===== config.mk =====
export PLATFORM = sky130hd
export DESIGN_NAME = mbwr_parser
export DESIGN_NICKNAME = d
export VERILOG_FILES = /design/src/sv/mbwr_pkg.sv /design/src/sv/mbwr_parser.sv
export SDC_FILE = /design/constraint.sdc
export NUM_CORES = 1
export LEC_CHECK = 0
export BUFFER_PORTS_ARGS = -buffer_cell sky130_fd_sc_hd__buf_2
export CAP_MARGIN = 20
export CORE_MARGIN = 2
export CORE_UTILIZATION = 30
export DETAILED_ROUTE_END_ITERATION = 12
export PLACE_DENSITY = 0.54
export SYNTH_ARGS = -nofsm -noshare
export SYNTH_HDL_FRONTEND = slang
export SYNTH_SLANG_ARGS = --single-unit
export TNS_END_PERCENT = 1

===== constraint.sdc =====
create_clock -name clk -period 8.38 [get_ports clk]
set_input_delay 1.676 -clock clk [delete_from_list [all_inputs] [get_ports clk]]
set_output_delay 1.676 -clock clk [all_outputs]
set_load 0.005 [all_outputs]

===== src/sv/mbwr_pkg.sv =====
package mbwr_pkg;

    localparam int unsigned ByteW     = 8;
    localparam int unsigned WordW     = 16;
    localparam int unsigned PosW      = 9;
    localparam int unsigned CfgIdxW   = 1;
    localparam int unsigned HeaderLen = 7;

    localparam logic [WordW-1:0] CrcInit     = 16'hFFFF;
    localparam logic [WordW-1:0] CrcPoly     = 16'hA001;
    localparam logic [WordW-1:0] CountMinRst = 16'd1;
    localparam logic [WordW-1:0] CountMaxRst = 16'd123;

    typedef enum logic [CfgIdxW-1:0] {
        CFG_COUNT_MIN = 1'b0,
        CFG_COUNT_MAX = 1'b1
    } cfg_index_t;

    typedef enum logic [2:0] {
        ERR_NONE      = 3'd0,
        ERR_CRC       = 3'd1,
        ERR_BYTECOUNT = 3'd2,
        ERR_COUNT_LOW = 3'd3,
        ERR_COUNT_HI  = 3'd4
    } err_code_t;

    typedef struct packed {
        logic              frame_ok;
        err_code_t         error_code;
        logic [ByteW-1:0]  slave_addr;
        logic [ByteW-1:0]  function_code;
        logic [WordW-1:0]  start_offset;
        logic [WordW-1:0]  reg_count;
        logic [ByteW-1:0]  byte_count;
    } result_t;

    function automatic logic [WordW-1:0] crc_byte(
        input logic [WordW-1:0] crc_in,
        input logic [ByteW-1:0] data
    );
        logic [WordW-1:0] crc;
        crc = crc_in ^ {{(WordW-ByteW){1'b0}}, data};
        for (int i = 0; i < ByteW; i++)
        begin
            if (crc[0])
            begin
                crc = (crc >> 1) ^ CrcPoly;
            end
            else
            begin
                crc = crc >> 1;
            end
        end
        return crc;
    endfunction

endpackage


===== src/sv/mbwr_parser.sv =====
module mbwr_parser (
    input  logic                       clk,
    input  logic                       rst_n,
    input  logic                       accept,
    input  logic [mbwr_pkg::ByteW-1:0] rx_byte,
    input  logic                       frame_start,
    input  logic [mbwr_pkg::WordW-1:0] count_min,
    input  logic [mbwr_pkg::WordW-1:0] count_max,
    output logic                       res_valid,
    output mbwr_pkg::result_t          res
);

    logic                       in_frame_reg, in_frame_next;
    logic [mbwr_pkg::PosW-1:0]  pos_reg, pos_next;
    logic [mbwr_pkg::WordW-1:0] crc_reg, crc_next;
    logic [mbwr_pkg::ByteW-1:0] slave_reg, slave_next;
    logic [mbwr_pkg::ByteW-1:0] fcode_reg, fcode_next;
    logic [mbwr_pkg::WordW-1:0] offset_reg, offset_next;
    logic [mbwr_pkg::WordW-1:0] count_reg, count_next;
    logic [mbwr_pkg::ByteW-1:0] bcount_reg, bcount_next;
    logic [mbwr_pkg::ByteW-1:0] crc_lo_reg, crc_lo_next;

    logic                       open;
    logic [mbwr_pkg::PosW-1:0]  pos;
    logic [mbwr_pkg::WordW-1:0] crc;
    logic [mbwr_pkg::WordW-1:0] crc_upd;
    logic [mbwr_pkg::PosW-1:0]  data_end;
    logic [mbwr_pkg::WordW-1:0] rx_crc;
    logic [mbwr_pkg::WordW-1:0] half_bcount;
    mbwr_pkg::err_code_t        code;

    assign open     = frame_start || in_frame_reg;
    assign pos      = frame_start ? '0 : pos_reg;
    assign crc      = frame_start ? mbwr_pkg::CrcInit : crc_reg;
    assign crc_upd  = mbwr_pkg::crc_byte(crc, rx_byte);
    assign data_end = mbwr_pkg::PosW'(mbwr_pkg::HeaderLen)
                      + {{(mbwr_pkg::PosW-mbwr_pkg::ByteW){1'b0}}, bcount_reg};
    assign rx_crc   = {rx_byte, crc_lo_reg};
    assign half_bcount = {{(mbwr_pkg::WordW-mbwr_pkg::ByteW+1){1'b0}},
                          bcount_reg[mbwr_pkg::ByteW-1:1]};

    always_comb
    begin
        priority if (rx_crc != crc_reg)
            code = mbwr_pkg::ERR_CRC;
        else if (count_reg != half_bcount)
            code = mbwr_pkg::ERR_BYTECOUNT;
        else if (count_reg < count_min)
            code = mbwr_pkg::ERR_COUNT_LOW;
        else if (count_reg > count_max)
            code = mbwr_pkg::ERR_COUNT_HI;
        else
            code = mbwr_pkg::ERR_NONE;
    end

    always_comb
    begin
        in_frame_next = in_frame_reg;
        pos_next      = pos_reg;
        crc_next      = crc_reg;
        slave_next    = slave_reg;
        fcode_next    = fcode_reg;
        offset_next   = offset_reg;
        count_next    = count_reg;
        bcount_next   = bcount_reg;
        crc_lo_next   = crc_lo_reg;
        res_valid     = 1'b0;

        if (accept && open)
        begin
            in_frame_next = 1'b1;
            pos_next      = pos + mbwr_pkg::PosW'(1);
            priority if (pos < mbwr_pkg::PosW'(mbwr_pkg::HeaderLen))
            begin
                crc_next = crc_upd;
                unique case (pos[2:0])
                    3'd0:    slave_next = rx_byte;
                    3'd1:    fcode_next = rx_byte;
                    3'd2:    offset_next[15:8] = rx_byte;
                    3'd3:    offset_next[7:0]  = rx_byte;
                    3'd4:    count_next[15:8]  = rx_byte;
                    3'd5:    count_next[7:0]   = rx_byte;
                    default: bcount_next = rx_byte;
                endcase
            end
            else if (pos < data_end)
            begin
                crc_next = crc_upd;
            end
            else if (pos == data_end)
            begin
                crc_lo_next = rx_byte;
            end
            else
            begin
                in_frame_next = 1'b0;
                pos_next      = '0;
                res_valid     = 1'b1;
            end
        end
    end

    always_comb
    begin
        res.frame_ok      = (code == mbwr_pkg::ERR_NONE);
        res.error_code    = code;
        res.slave_addr    = slave_reg;
        res.function_code = fcode_reg;
        res.start_offset  = offset_reg;
        res.reg_count     = count_reg;
        res.byte_count    = bcount_reg;
    end

    always_ff @(posedge clk or negedge rst_n)
    begin
        if (!rst_n)
        begin
            in_frame_reg <= 1'b0;
            pos_reg      <= '0;
            crc_reg      <= mbwr_pkg::CrcInit;
            slave_reg    <= '0;
            fcode_reg    <= '0;
            offset_reg   <= '0;
            count_reg    <= '0;
            bcount_reg   <= '0;
            crc_lo_reg   <= '0;
        end
        else
        begin
            in_frame_reg <= in_frame_next;
            pos_reg      <= pos_next;
            crc_reg      <= crc_next;
            slave_reg    <= slave_next;
            fcode_reg    <= fcode_next;
            offset_reg   <= offset_next;
            count_reg    <= count_next;
            bcount_reg   <= bcount_next;
            crc_lo_reg   <= crc_lo_next;
        end
    end

endmodule


==> metrics.log, run 1 <==
INFO  metric mappedNetlistNets = ~600
INFO  metric finalHoldViolations = 0
INFO  metric totalNegativeSetupSlack = 0 ns
INFO  metric rows = 49
INFO  metric postRouteWirelength = between 10 and 15 mm
INFO  metric share_comb_of_total_power = 0.378
INFO  metric grt_pass1_vias = between 4000 and 5000
INFO  metric timing_worst_setup_path_type = primary input to output port
INFO  metric dpl_cell_area = 6260 um^2
INFO  metric yosysSeqAreaShare = 0.411
INFO  metric pwr-share-seq = 0.405
INFO  metric internal-power = 1210 uW
INFO  metric commonest_cells_after_routing_fill_and_taps_aside = sky130_fd_sc_hd__buf_2 (103), sky130_fd_sc_hd__dfrtp_1 (74), sky130_fd_sc_hd__mux2_2 (68)
INFO  metric critPathLaunchType = primary input
INFO  metric share_of_cells_above_drive_strength_1 = 0.357
INFO  metric min_period_over_period = 0.686
INFO  metric status = complete, no violations
INFO  metric cts-buffers-inserted = 9
INFO  metric postSynthAreaPerCell = 10.7 um^2
INFO  metric wire_length_of_the_first_global_routing_pass = ~23 mm
INFO  metric drt-initial-drc-count = 182
INFO  metric r2r-end = crc_lo_reg[7]
INFO  metric clock_network_fraction_of_design_power = 0.216
INFO  metric max_freq = 174 MHz
INFO  metric track_usage = 0.148
INFO  metric top_level_pins = 105
INFO  metric routed-via-count = roughly 4100
INFO  metric dieHeight = 140 um
INFO  metric whs_endpoint = crc_reg[10]
INFO  metric critical_path_maximum_fanout = 31
INFO  metric avgRoutedWirePerCell = 16.6 um
INFO  metric yosysTopAreaCellShare = 0.335
INFO  metric ys_warn_count = 0
INFO  metric worstRegToRegCells = 12
INFO  metric asyncSetResetFlopFracSynth = 1.00
INFO  metric globalRouteOverflowTotal = 0
INFO  metric area_growth_from_synthesis_to_layout = 18.9%
INFO  metric floorplan.die_area = 19500 um^2
INFO  metric ant_nets = 0
INFO  metric fin_hold_ws = 0.489 ns
INFO  metric total_leakage_power = 0.00327 uW
INFO  metric clkLatencyLatePin = 0.35 ns
INFO  metric netSwitchingPower = 650 uW
INFO  metric pwr_per_cell_area = 283 nW/um^2
INFO  metric firstDrtPassIters = 4
INFO  metric netlist_top_cells_area = sky130_fd_sc_hd__dfrtp_1 (34%), sky130_fd_sc_hd__mux2_2 (14%), sky130_fd_sc_hd__ha_1 (10%)
INFO  metric number_of_fill_cells_in_the_layout = ~1800
INFO  metric top_cell_type_by_total_area_after_synthesis = sky130_fd_sc_hd__dfrtp_1
INFO  metric setup_violating_endpoint_count_in_the_final_report = 0
INFO  metric post-route-cell-area = between 6000 and 7000 um^2
INFO  metric cts_root_buf = sky130_fd_sc_hd__clkbuf_16
INFO  metric layout.cells.most_common = sky130_fd_sc_hd__buf_2
INFO  metric ir_worst_vdd = 188 uV
INFO  metric mappedNetlistArea = 5530 um^2
INFO  metric final-instance-count-excl-fill = 848
INFO  metric max_slew.worst_pin.slew = 1.12 ns
INFO  metric cp.arrival = 4.07 ns
INFO  metric power.share.switching = 0.350
INFO  metric post-route-drc-count = 0
INFO  metric gp_routability_congestion = 0.859
INFO  metric timing.hold.worst.start = crc_reg[10]
INFO  metric r2r-start = bcount_reg[1]
INFO  metric cts_resized = 0
INFO  metric detailed_place_hpwl = 10.5 mm
INFO  metric path_clk_slew = 0.07 ns
INFO  metric worst_clock_skew = 0.0108 ns
INFO  metric drv.max_cap_violation_count = 0
INFO  metric nets = between 700 and 800
INFO  metric r2r_slack = a little over 5 ns
INFO  metric synth_seq_cells = 90
INFO  metric ctsHtreeMaxLevel = 3
INFO  metric post-cts-setup-buffer-count = 0
INFO  metric antennaDiodeCount = 0
INFO  metric placed_cells_incl_taps = 831
INFO  metric max_buffers_root_to_sink = 2
INFO  metric worstHoldPathCells = 2
INFO  metric synth.lib_cells_used.distinct = between 50 and 60
INFO  metric grt_max_degree = 60
INFO  metric io_buffers = 104
INFO  metric cts_tree = done
INFO  metric worstHoldPathType = flip-flop to flip-flop
INFO  metric core_area = 18000 um^2
INFO  metric finalMaxSlewViolations = 0
INFO  metric worst_setup_path_end_kind = output port
INFO  metric netlist_instances = 514
INFO  metric cts.sinks = 90
INFO  metric chipWidth = 140 um
INFO  metric antenna_found_initial = 0
INFO  metric routed_via_density = 4.80
INFO  metric timing.final.crit_period = 5.75 ns
INFO  metric critPathRequiredTime = 6.70 ns
INFO  metric synth-edff-count = 0
INFO  metric slew-limit-headroom = 0.244
INFO  metric final_core_util = 0.364
INFO  metric cts_hold_repair_buffers = 0
INFO  metric setup_repair_after_global_routing_missed_its_margin = no
INFO  metric dominantRegCellSynth = sky130_fd_sc_hd__dfrtp_1
INFO  metric initial_core_utilization = 0.307
-- layout make-up --
| type | count | area (um^2) | area share |
|---|---|---|---|
| Clock inverter | 7 | 70.1 | 0.0107 |
| Tap cell | 229 | 287 | 0.0436 |
| Clock buffer | 9 | 225 | 0.0343 |
| Inverter | 45 | 169 | 0.0257 |
| Timing Repair Buffer | 107 | 549 | 0.0836 |
| Sequential cell | 90 | 2270 | 0.346 |
| Multi-Input combinational cell | 361 | 3000 | 0.456 |
-- Yosys cell counts (6+ instances only) --
master                     number
sky130_fd_sc_hd__dfrtp_1       74
sky130_fd_sc_hd__mux2_2        68
sky130_fd_sc_hd__ha_1          46
sky130_fd_sc_hd__inv_1         45
sky130_fd_sc_hd__xnor2_1       44
sky130_fd_sc_hd__nor2_1        32
sky130_fd_sc_hd__nand2_1       27
sky130_fd_sc_hd__a21oi_1       17
sky130_fd_sc_hd__dfstp_2       16
sky130_fd_sc_hd__o21ai_0       14
sky130_fd_sc_hd__nand3_1       12
sky130_fd_sc_hd__xor2_1        11
sky130_fd_sc_hd__a21o_1        10
sky130_fd_sc_hd__nand4_1       10
sky130_fd_sc_hd__clkbuf_1       9
sky130_fd_sc_hd__nor2b_1        8
sky130_fd_sc_hd__nor3_1         6
-- power groups by stage --
| stage | Sequential (uW) | Combinational, uW | Clock, uW |
|---|---|---|---|
| final | 753 | 703 | 402 |
| after global routing | 777 | 789 | 429 |
| after CTS | 755 | 713 | 412 |
| after detailed placement | 762 | 709 | 0 |
| after global placement | 754 | 693 | 0 |
| after floorplan | 728 | 485 | 0 |
-- critical path, stage by stage --
cell and delay [ns]:
sky130_fd_sc_hd__buf_2 0.46, sky130_fd_sc_hd__nand2b_1 0.23, sky130_fd_sc_hd__inv_1 0.12, sky130_fd_sc_hd__ha_1 0.30
sky130_fd_sc_hd__nand3_1 0.08, sky130_fd_sc_hd__o21bai_1 0.18, sky130_fd_sc_hd__a311oi_2 0.34, sky130_fd_sc_hd__o21ai_0 0.30
sky130_fd_sc_hd__nor3_1 0.23, sky130_fd_sc_hd__buf_2 0.14
-- per-stage QoR --
| stage | power, uW | setup WS [ns] |
|---|---|---|
| after floorplan | 1210 | 2.89 |
| after global placement | 1450 | 2.66 |
| after detailed placement | 1470 | 2.65 |
| after CTS | 1880 | 2.65 |
| after global routing | 2000 | 2.39 |
| final | 1860 | 2.63 |
-- worst max path at each step --
stage                     start         to  slack (ns)  cells past startpoint
finish              frame_start  res_valid        2.63                     10
floorplan           frame_start  res_valid        2.89                     10
global placement    frame_start  res_valid        2.66                     10
detailed placement  frame_start  res_valid        2.65                     10
global route        frame_start  res_valid        2.39                     10
CTS                 frame_start  res_valid        2.65                     10
-- metal layers --
metal	up-vias	track usage	routed length, um
met5	-	0	0
met4	0	0.0511	204
met3	15	0.0306	715
met2	111	0.250	6740
met1	1970	0.188	6410
li1	1972	-	-
-- cell families (layout without fill, tap and decap cells) --
kind of cell,Yosys count,count (layout),synth area share
AO/OA/AOI/OAI,63,63,0.0765
XOR/XNOR,59,59,0.103
adder cells (fa/ha/maj),46,46,0.104
buffers and inverters,63,168,0.0466
flip-flops,90,90,0.411
multiplexers,69,69,0.140
AND/OR/NAND/NOR,124,124,0.118
No activity file was read; power rests on OpenSTA's default activity.
==> inputs of run 2 (changes only) <==
--- a/config.mk
+++ b/config.mk
@@ -10,7 +10,7 @@
 export CORE_MARGIN = 2
 export CORE_UTILIZATION = 30
 export DETAILED_ROUTE_END_ITERATION = 12
-export PLACE_DENSITY = 0.54
+export PLACE_DENSITY = 0.56
 export SYNTH_ARGS = -nofsm -noshare
 export SYNTH_HDL_FRONTEND = slang
 export SYNTH_SLANG_ARGS = --single-unit
==> constraint.sdc (replaced) <==
create_clock -name clk -period 4.8 [get_ports clk]
set_input_delay 0.96 -clock clk [delete_from_list [all_inputs] [get_ports clk]]
set_output_delay 0.96 -clock clk [all_outputs]
set_load 0.005 [all_outputs]
==> metrics.log, run 2 (synthesis results as in run 1) <==
INFO  metric drv.max_cap_violation_count = 0 (unchanged)
INFO  metric gp_routability_congestion = 0.919 (was 0.859)
INFO  metric worstHoldPathType = flip-flop to flip-flop (unchanged)
INFO  metric globalRouteOverflowTotal = 0 (unchanged)
INFO  metric ctsHtreeMaxLevel = 3 (unchanged)
INFO  metric dieHeight = 140 um (unchanged)
INFO  metric pwr_per_cell_area = 485 nW/um^2 (was 283 nW/um^2)
INFO  metric critPathLaunchType = primary input (unchanged)
INFO  metric finalMaxSlewViolations = 0 (unchanged)
INFO  metric detailed_place_hpwl = 10.4 mm (was 10.5 mm)
INFO  metric core_area = 18000 um^2 (unchanged)
INFO  metric setup_violating_endpoint_count_in_the_final_report = 0 (unchanged)
INFO  metric wire_length_of_the_first_global_routing_pass = 22.7 mm (was 22.9 mm)
INFO  metric firstDrtPassIters = 4 (unchanged)
INFO  metric netSwitchingPower = 1080 uW (was 650 uW)
INFO  metric antennaDiodeCount = 0 (unchanged)
INFO  metric track_usage = 0.146 (was 0.148)
INFO  metric max_slew.worst_pin.slew = 0.932 ns (was 1.12 ns)
INFO  metric share_comb_of_total_power = 0.389 (was 0.378)
INFO  metric clkLatencyLatePin = 0.34 ns (was 0.35 ns)
INFO  metric commonest_cells_after_routing_fill_and_taps_aside = sky130_fd_sc_hd__buf_2 (103), sky130_fd_sc_hd__dfrtp_1 (74), sky130_fd_sc_hd__mux2_2 (68) (unchanged)
INFO  metric max_buffers_root_to_sink = 2 (unchanged)
INFO  metric slew-limit-headroom = 0.379 (was 0.244)
INFO  metric cts-buffers-inserted = 9 (unchanged)
INFO  metric total_leakage_power = 0.00326 uW (was 0.00327 uW)
INFO  metric totalNegativeSetupSlack = 0 ns (unchanged)
INFO  metric path_cells = buf_2 -> nand2b_1 -> inv_1 -> ha_1 -> nand3_1 -> o21bai_1 -> a311oi_2 -> o21ai_0 -> nor3_1 -> buf_2 (unchanged)
INFO  metric min_period_over_period = 0.841
INFO  metric internal-power = 2100 uW (was 1210 uW)
INFO  metric grt_max_degree = 67 (was 60)
INFO  metric cts.sinks = 90 (unchanged)
INFO  metric grt_pass1_vias = 4252 (was 4381)
INFO  metric post-route-drc-count = 0 (unchanged)
INFO  metric top_level_pins = 105 (unchanged)
INFO  metric nets = 707 (was 704)
INFO  metric io_buffers = 104 (unchanged)
INFO  metric routed_via_density = 4.81 (was 4.80)
INFO  metric avgRoutedWirePerCell = 16.4 um (was 16.6 um)
INFO  metric cts_hold_repair_buffers = 0 (unchanged)
INFO  metric cp.arrival = 3.08 ns (was 4.07 ns)
INFO  metric postRouteWirelength = 14.0 mm (was 14.1 mm)
INFO  metric share_of_cells_above_drive_strength_1 = 0.355 (was 0.357)
INFO  metric critical_path_maximum_fanout = 13 (was 31)
INFO  metric power.share.switching = 0.341 (was 0.350)
INFO  metric routed-via-count = 4094 (was 4068)
INFO  metric max_freq = 248 MHz
INFO  metric finalHoldViolations = 0 (unchanged)
INFO  metric clock_network_fraction_of_design_power = 0.202 (was 0.216)
INFO  metric pwr-share-seq = 0.409 (was 0.405)
INFO  metric ir_worst_vdd = 286 uV (was 188 uV)
INFO  metric path_clk_slew = 0.06 ns (was 0.07 ns)
INFO  metric standard_cell_with_the_maximum_stage_delay_on_the_critical_path = sky130_fd_sc_hd__a311oi_2 (was sky130_fd_sc_hd__buf_2)
INFO  metric cts_resized = 0 (unchanged)
INFO  metric initial_core_utilization = 0.307 (unchanged)
INFO  metric worst_setup_path_end_kind = output port (unchanged)
INFO  metric drt-initial-drc-count = 137 (was 182)
INFO  metric cts_tree = done (unchanged)
INFO  metric max_stage_delay = 0.35 ns (was 0.46 ns)
INFO  metric placed_cells_incl_taps = 835 (was 831)
INFO  metric ant_nets = 0 (unchanged)
INFO  metric timing_worst_setup_path_type = primary input to output port (unchanged)
INFO  metric cts_root_buf = sky130_fd_sc_hd__clkbuf_16 (unchanged)
INFO  metric area_growth_from_synthesis_to_layout = 18.7% (was 18.9%)
INFO  metric timing.final.crit_period = 4.04 ns
INFO  metric chipWidth = 140 um (unchanged)
INFO  metric worst_clock_skew = 0.00688 ns (was 0.0108 ns)
INFO  metric antenna_found_initial = 0 (unchanged)
INFO  metric setup_repair_after_global_routing_missed_its_margin = no (unchanged)
INFO  metric layout.cells.most_common = sky130_fd_sc_hd__buf_2 (unchanged)
INFO  metric rows = 49 (unchanged)
INFO  metric cpMostUsedCell = sky130_fd_sc_hd__buf_2 (unchanged)
INFO  metric post-cts-setup-buffer-count = 0 (unchanged)
INFO  metric final-instance-count-excl-fill = 851 (was 848)
INFO  metric status = complete, no violations (unchanged)
INFO  metric floorplan.die_area = 19500 um^2 (unchanged)
INFO  metric critPathRequiredTime = 3.84 ns (was 6.70 ns)
## run 2: critical path: cells and delay by family
kind | cells | cell delay [ns]
adder cells (fa/ha/maj) | 1 | 0.30
buffers and inverters | 3 | 0.50
AO/OA/AOI/OAI | 3 | 0.81
AND/OR/NAND/NOR | 3 | 0.50
## run 2: stage by stage
| step | utilization | power, uW | setup slack (ns) | area, um^2 | hold WS [ns] |
|---|---|---|---|---|---|
| detailed placement | 0.349 | 2560 | 0.758 | 6290 | 0.472 |
| finish | 0.364 | 3180 | 0.765 | 6560 | 0.483 |
| global route | 0.364 | 3420 | 0.534 | 6560 | 0.504 |
| floorplan | - | 2120 | 0.742 | 5530 | 0.456 |
| CTS | 0.364 | 3230 | 0.741 | 6560 | 0.484 |
| global placement | 0.349 | 2520 | 0.759 | 6290 | 0.474 |
## run 2: power groups by stage
stage / logic (uW) / clock network, uW / registers (uW)
2_1_floorplan: 846 / 0 / 1270
3_5_place_dp: 1250 / 0 / 1320
6_report: 1240 / 643 / 1300
3_3_place_gp: 1210 / 0 / 1310
5_1_grt: 1370 / 701 / 1340
4_1_cts: 1250 / 671 / 1310
## run 2: layout make-up
cell class | count | area (um^2)
fillers | 1812 | 11500
multi-input cells | 361 | 3000
flip-flops and latches | 90 | 2270
repair buffers | 110 | 568
well taps | 229 | 287
clock buffers | 12 | 236
inverters | 45 | 169
clock inverters | 4 | 30.0
## run 2: final timing paths
check / start / end / slack [ns] / cells after the start
worst max-delay path: frame_start / res_valid / 0.76 / 10
worst min-delay path: crc_reg[10] / crc_reg[10] / 0.48 / 2
worst max register to register: bcount_reg[1] / crc_lo_reg[7] / 1.49 / 12
worst min register to register: crc_reg[10] / crc_reg[10] / 0.48 / 2
max in group asynchronous: rst_n / bcount_reg[7] / 3.20 / 2
min in group asynchronous: rst_n / crc_lo_reg[6] / 0.73 / 1
## run 2: per-layer routing
| layer | up-vias | GRT usage | part of all wire |
|---|---|---|---|
| met2 | 99 | 0.243 | 0.47 |
| met5 | - | 0 | 0 |
| met4 | 0 | 0.0489 | 0.015 |
| met3 | 14 | 0.0224 | 0.038 |
| met1 | 1999 | 0.196 | 0.47 |
| li1 | 1982 | - | - |
==> inputs of run 3 (changes only) <==
--- a/config.mk
+++ b/config.mk
@@ -10,7 +10,7 @@
 export CORE_MARGIN = 2
 export CORE_UTILIZATION = 30
 export DETAILED_ROUTE_END_ITERATION = 12
-export PLACE_DENSITY = 0.56
+export PLACE_DENSITY = 0.54
 export SYNTH_ARGS = -nofsm -noshare
 export SYNTH_HDL_FRONTEND = slang
 export SYNTH_SLANG_ARGS = --single-unit
==> constraint.sdc (replaced) <==
create_clock -name clk -period 4 [get_ports clk]
set_input_delay 0.8 -clock clk [delete_from_list [all_inputs] [get_ports clk]]
set_output_delay 0.8 -clock clk [all_outputs]
set_load 0.005 [all_outputs]
==> metrics.log, run 3 (synthesis results as in run 1) <==
INFO  metric globalRouteOverflowTotal = 0 (unchanged)
INFO  metric max_buffers_root_to_sink = 2 (unchanged)
INFO  metric max_stage_delay = 0.43 ns (was 0.35 ns)
INFO  metric r2r_slack = 0.89 ns (was 1.49 ns)
INFO  metric pwr_per_cell_area = 582 nW/um^2 (was 485 nW/um^2)
INFO  metric cts_root_buf = sky130_fd_sc_hd__clkbuf_16 (unchanged)
INFO  metric worst_clock_skew = 0.00908 ns (was 0.00688 ns)
INFO  metric slew-limit-headroom = 0.424 (was 0.379)
INFO  metric cp.arrival = 2.87 ns (was 3.08 ns)
INFO  metric setup_slack = 0.333 ns (was 0.765 ns)
INFO  metric nets = 711 (was 707)
INFO  metric dpl_cell_area = 6320 um^2 (was 6290 um^2)
INFO  metric timing.critical_path.depth = 12 (was 10)
INFO  metric routed-via-count = 4140 (was 4094)
INFO  metric critical_path_maximum_fanout = 4 (was 13)
INFO  metric detailed_place_hpwl = 10.6 mm (was 10.4 mm)
INFO  metric rows = 49 (unchanged)
INFO  metric worstHoldPathCells = 2 (unchanged)
INFO  metric floorplan.die_area = 19500 um^2 (unchanged)
INFO  metric layout.cells.most_common = sky130_fd_sc_hd__buf_2 (unchanged)
INFO  metric cpMostUsedCell = sky130_fd_sc_hd__ha_1 (was sky130_fd_sc_hd__buf_2)
INFO  metric cp.buffers_inverters = 2 (was 3)
INFO  metric post-route-cell-area = 6590 um^2 (was 6560 um^2)
INFO  metric number_of_fill_cells_in_the_layout = 1821 (was 1812)
INFO  metric cts_resized = 0 (unchanged)
INFO  metric drt-initial-drc-count = 202 (was 137)
INFO  metric critPathLaunchType = flip-flop (was primary input)
INFO  metric path_clk_slew = 0.07 ns (was 0.06 ns)
INFO  metric fin_hold_ws = 0.489 ns (was 0.483 ns)
INFO  metric initial_core_utilization = 0.307 (unchanged)
INFO  metric finalMaxSlewViolations = 0 (unchanged)
INFO  metric commonest_cells_after_routing_fill_and_taps_aside = sky130_fd_sc_hd__buf_2 (103), sky130_fd_sc_hd__dfrtp_1 (74), sky130_fd_sc_hd__mux2_2 (68) (unchanged)
INFO  metric standard_cell_with_the_maximum_stage_delay_on_the_critical_path = sky130_fd_sc_hd__dfrtp_1 (was sky130_fd_sc_hd__a311oi_2)
INFO  metric final_core_util = 0.365 (was 0.364)
INFO  metric postRouteWirelength = 14.3 mm (was 14.0 mm)
INFO  metric top_level_pins = 105 (unchanged)
INFO  metric clkLatencyLatePin = 0.34 ns (about the same)
INFO  metric max_freq = 273 MHz
INFO  metric post-cts-setup-buffer-count = 0 (unchanged)
INFO  metric dieHeight = 140 um (unchanged)
INFO  metric post-route-drc-count = 0 (unchanged)
INFO  metric cts_hold_repair_buffers = 0 (unchanged)
INFO  metric firstDrtPassIters = 5 (was 4)
INFO  metric grt_max_degree = 68 (was 67)
INFO  metric area_growth_from_synthesis_to_layout = 19.2% (was 18.7%)
INFO  metric worstHoldPathType = flip-flop to flip-flop (unchanged)
INFO  metric critPathRequiredTime = 3.20 ns (was 3.84 ns)
INFO  metric timing.final.crit_period = between 3 and 4 ns
INFO  metric path_cells = inv_1 -> ha_1 -> nand2b_1 -> nand2_1 -> xor2_1 -> ha_1 -> nand3_1 -> o21bai_1 -> a311oi_2 -> o21ai_0 -> nor3_1 -> buf_2 (was buf_2 -> nand2b_1 -> inv_1 -> ha_1 -> nand3_1 -> o21bai_1 -> a311oi_2 -> o21ai_0 -> nor3_1 -> buf_2)
INFO  metric worst_setup_path_end_kind = output port (unchanged)
INFO  metric ir_worst_vdd = 264 uV (was 286 uV)
INFO  metric track_usage = 0.148 (was 0.146)
INFO  metric min_period_over_period = 0.917
INFO  metric setup_violating_endpoint_count_in_the_final_report = 0 (unchanged)
INFO  metric worstRegToRegCells = 13 (was 12)
INFO  metric finalHoldViolations = 0 (unchanged)
INFO  metric share_of_cells_above_drive_strength_1 = 0.360 (was 0.355)
INFO  metric drv.max_cap_violation_count = 0 (unchanged)
INFO  metric ant_nets = 0 (unchanged)
INFO  metric routed_via_density = 4.84 (was 4.81)
INFO  metric chipWidth = 140 um (unchanged)
INFO  metric avgRoutedWirePerCell = 16.7 um (was 16.4 um)
INFO  metric ctsHtreeMaxLevel = 3 (unchanged)
INFO  metric cts-buffers-inserted = 9 (unchanged)
INFO  metric cts_tree = done (unchanged)
INFO  metric gp_routability_congestion = 0.827 (was 0.919)
INFO  metric io_buffers = 104 (unchanged)
INFO  metric total_leakage_power = 0.00328 uW (was 0.00326 uW)
INFO  metric critPathTopFamily = compound AO/OA/AOI/OAI gates (unchanged)
INFO  metric timing_worst_setup_path_type = flip-flop to output port (was primary input to output port)
INFO  metric wire_length_of_the_first_global_routing_pass = 22.8 mm (was 22.7 mm)
INFO  metric totalNegativeSetupSlack = 0 ns (unchanged)
INFO  metric place_ws = 0.414 ns (was 0.758 ns)
INFO  metric max_slew.worst_pin.slew = 0.864 ns (was 0.932 ns)
INFO  metric antenna_found_initial = 1 (was 0)
INFO  metric cts.sinks = 90 (unchanged)
INFO  metric grt_pass1_vias = 4296 (was 4252)
INFO  metric core_area = 18000 um^2 (unchanged)
INFO  metric status = complete, no violations (unchanged)
INFO  metric setup_repair_after_global_routing_missed_its_margin = no (unchanged)
-- run 3: changes by cell type in the layout (fill, tap and decap cells not counted) --
| cell | before | now |
|---|---|---|
| sky130_fd_sc_hd__clkbuf_1 | 3 | 2 |
| sky130_fd_sc_hd__buf_4 | 7 | 11 |
| sky130_fd_sc_hd__diode_2 | 0 | 1 |
-- run 3: layout make-up --
class | count | area (um^2) | share of cell area
multi-input cells | 361 | 3000 | 0.455
flip-flops and latches | 90 | 2270 | 0.345
repair buffers | 114 | 598 | 0.0908
well taps | 229 | 287 | 0.0435
clock buffers | 11 | 233 | 0.0353
inverters | 45 | 169 | 0.0256
clock inverters | 4 | 30.0 | 0.00456
diodes | 1 | 2.50 | 0.000380
-- run 3: per-stage QoR --
stage               instances  total power, uW
floorplan                 514             2540
global placement          839             3020
detailed placement        839             3090
CTS                       854             3880
global route              854             4110
finish                    855             3830
-- run 3: report_power, final --
group          total (uW)  switching, uW  internal (uW)
registers            1560            293           1270
logic                1490            662            830
clock network         775            356            419
-- run 3: path summary, 6_finish.rpt --
check / from / endpoint
worst max register to register: bcount_reg[1] / crc_lo_reg[0]
worst max-delay path: bcount_reg[1] / res_valid
min in group asynchronous: rst_n / in_frame_reg
worst min register to register: crc_reg[10] / crc_reg[10]
max in group asynchronous: rst_n / fcode_reg[6]
worst min-delay path: crc_reg[10] / crc_reg[10]
-- run 3: worst register-to-register path, cell delays in order (launching register included) --
cell and delay (ns):
sky130_fd_sc_hd__dfrtp_1 0.43, sky130_fd_sc_hd__inv_1 0.08, sky130_fd_sc_hd__ha_1 0.21, sky130_fd_sc_hd__nand2b_1 0.11, sky130_fd_sc_hd__nand2_1 0.07, sky130_fd_sc_hd__xor2_1 0.17, sky130_fd_sc_hd__ha_1 0.31, sky130_fd_sc_hd__nand3_1 0.10
sky130_fd_sc_hd__o21bai_1 0.18, sky130_fd_sc_hd__a311oi_2 0.34, sky130_fd_sc_hd__nor2_1 0.13, sky130_fd_sc_hd__nor4_4 0.27, sky130_fd_sc_hd__buf_4 0.24, sky130_fd_sc_hd__mux2_2 0.35
-- run 3: metal layers --
metal | global-route usage | wire length, um | vias to the layer above | part of all wire
met1 | 0.196 | 6610 | 2040 | 0.46
met4 | 0.0511 | 240 | 0 | 0.017
met5 | 0 | 0 | - | 0
met2 | 0.242 | 6660 | 103 | 0.47
met3 | 0.0303 | 758 | 17 | 0.053
li1 | - | - | 1980 | -
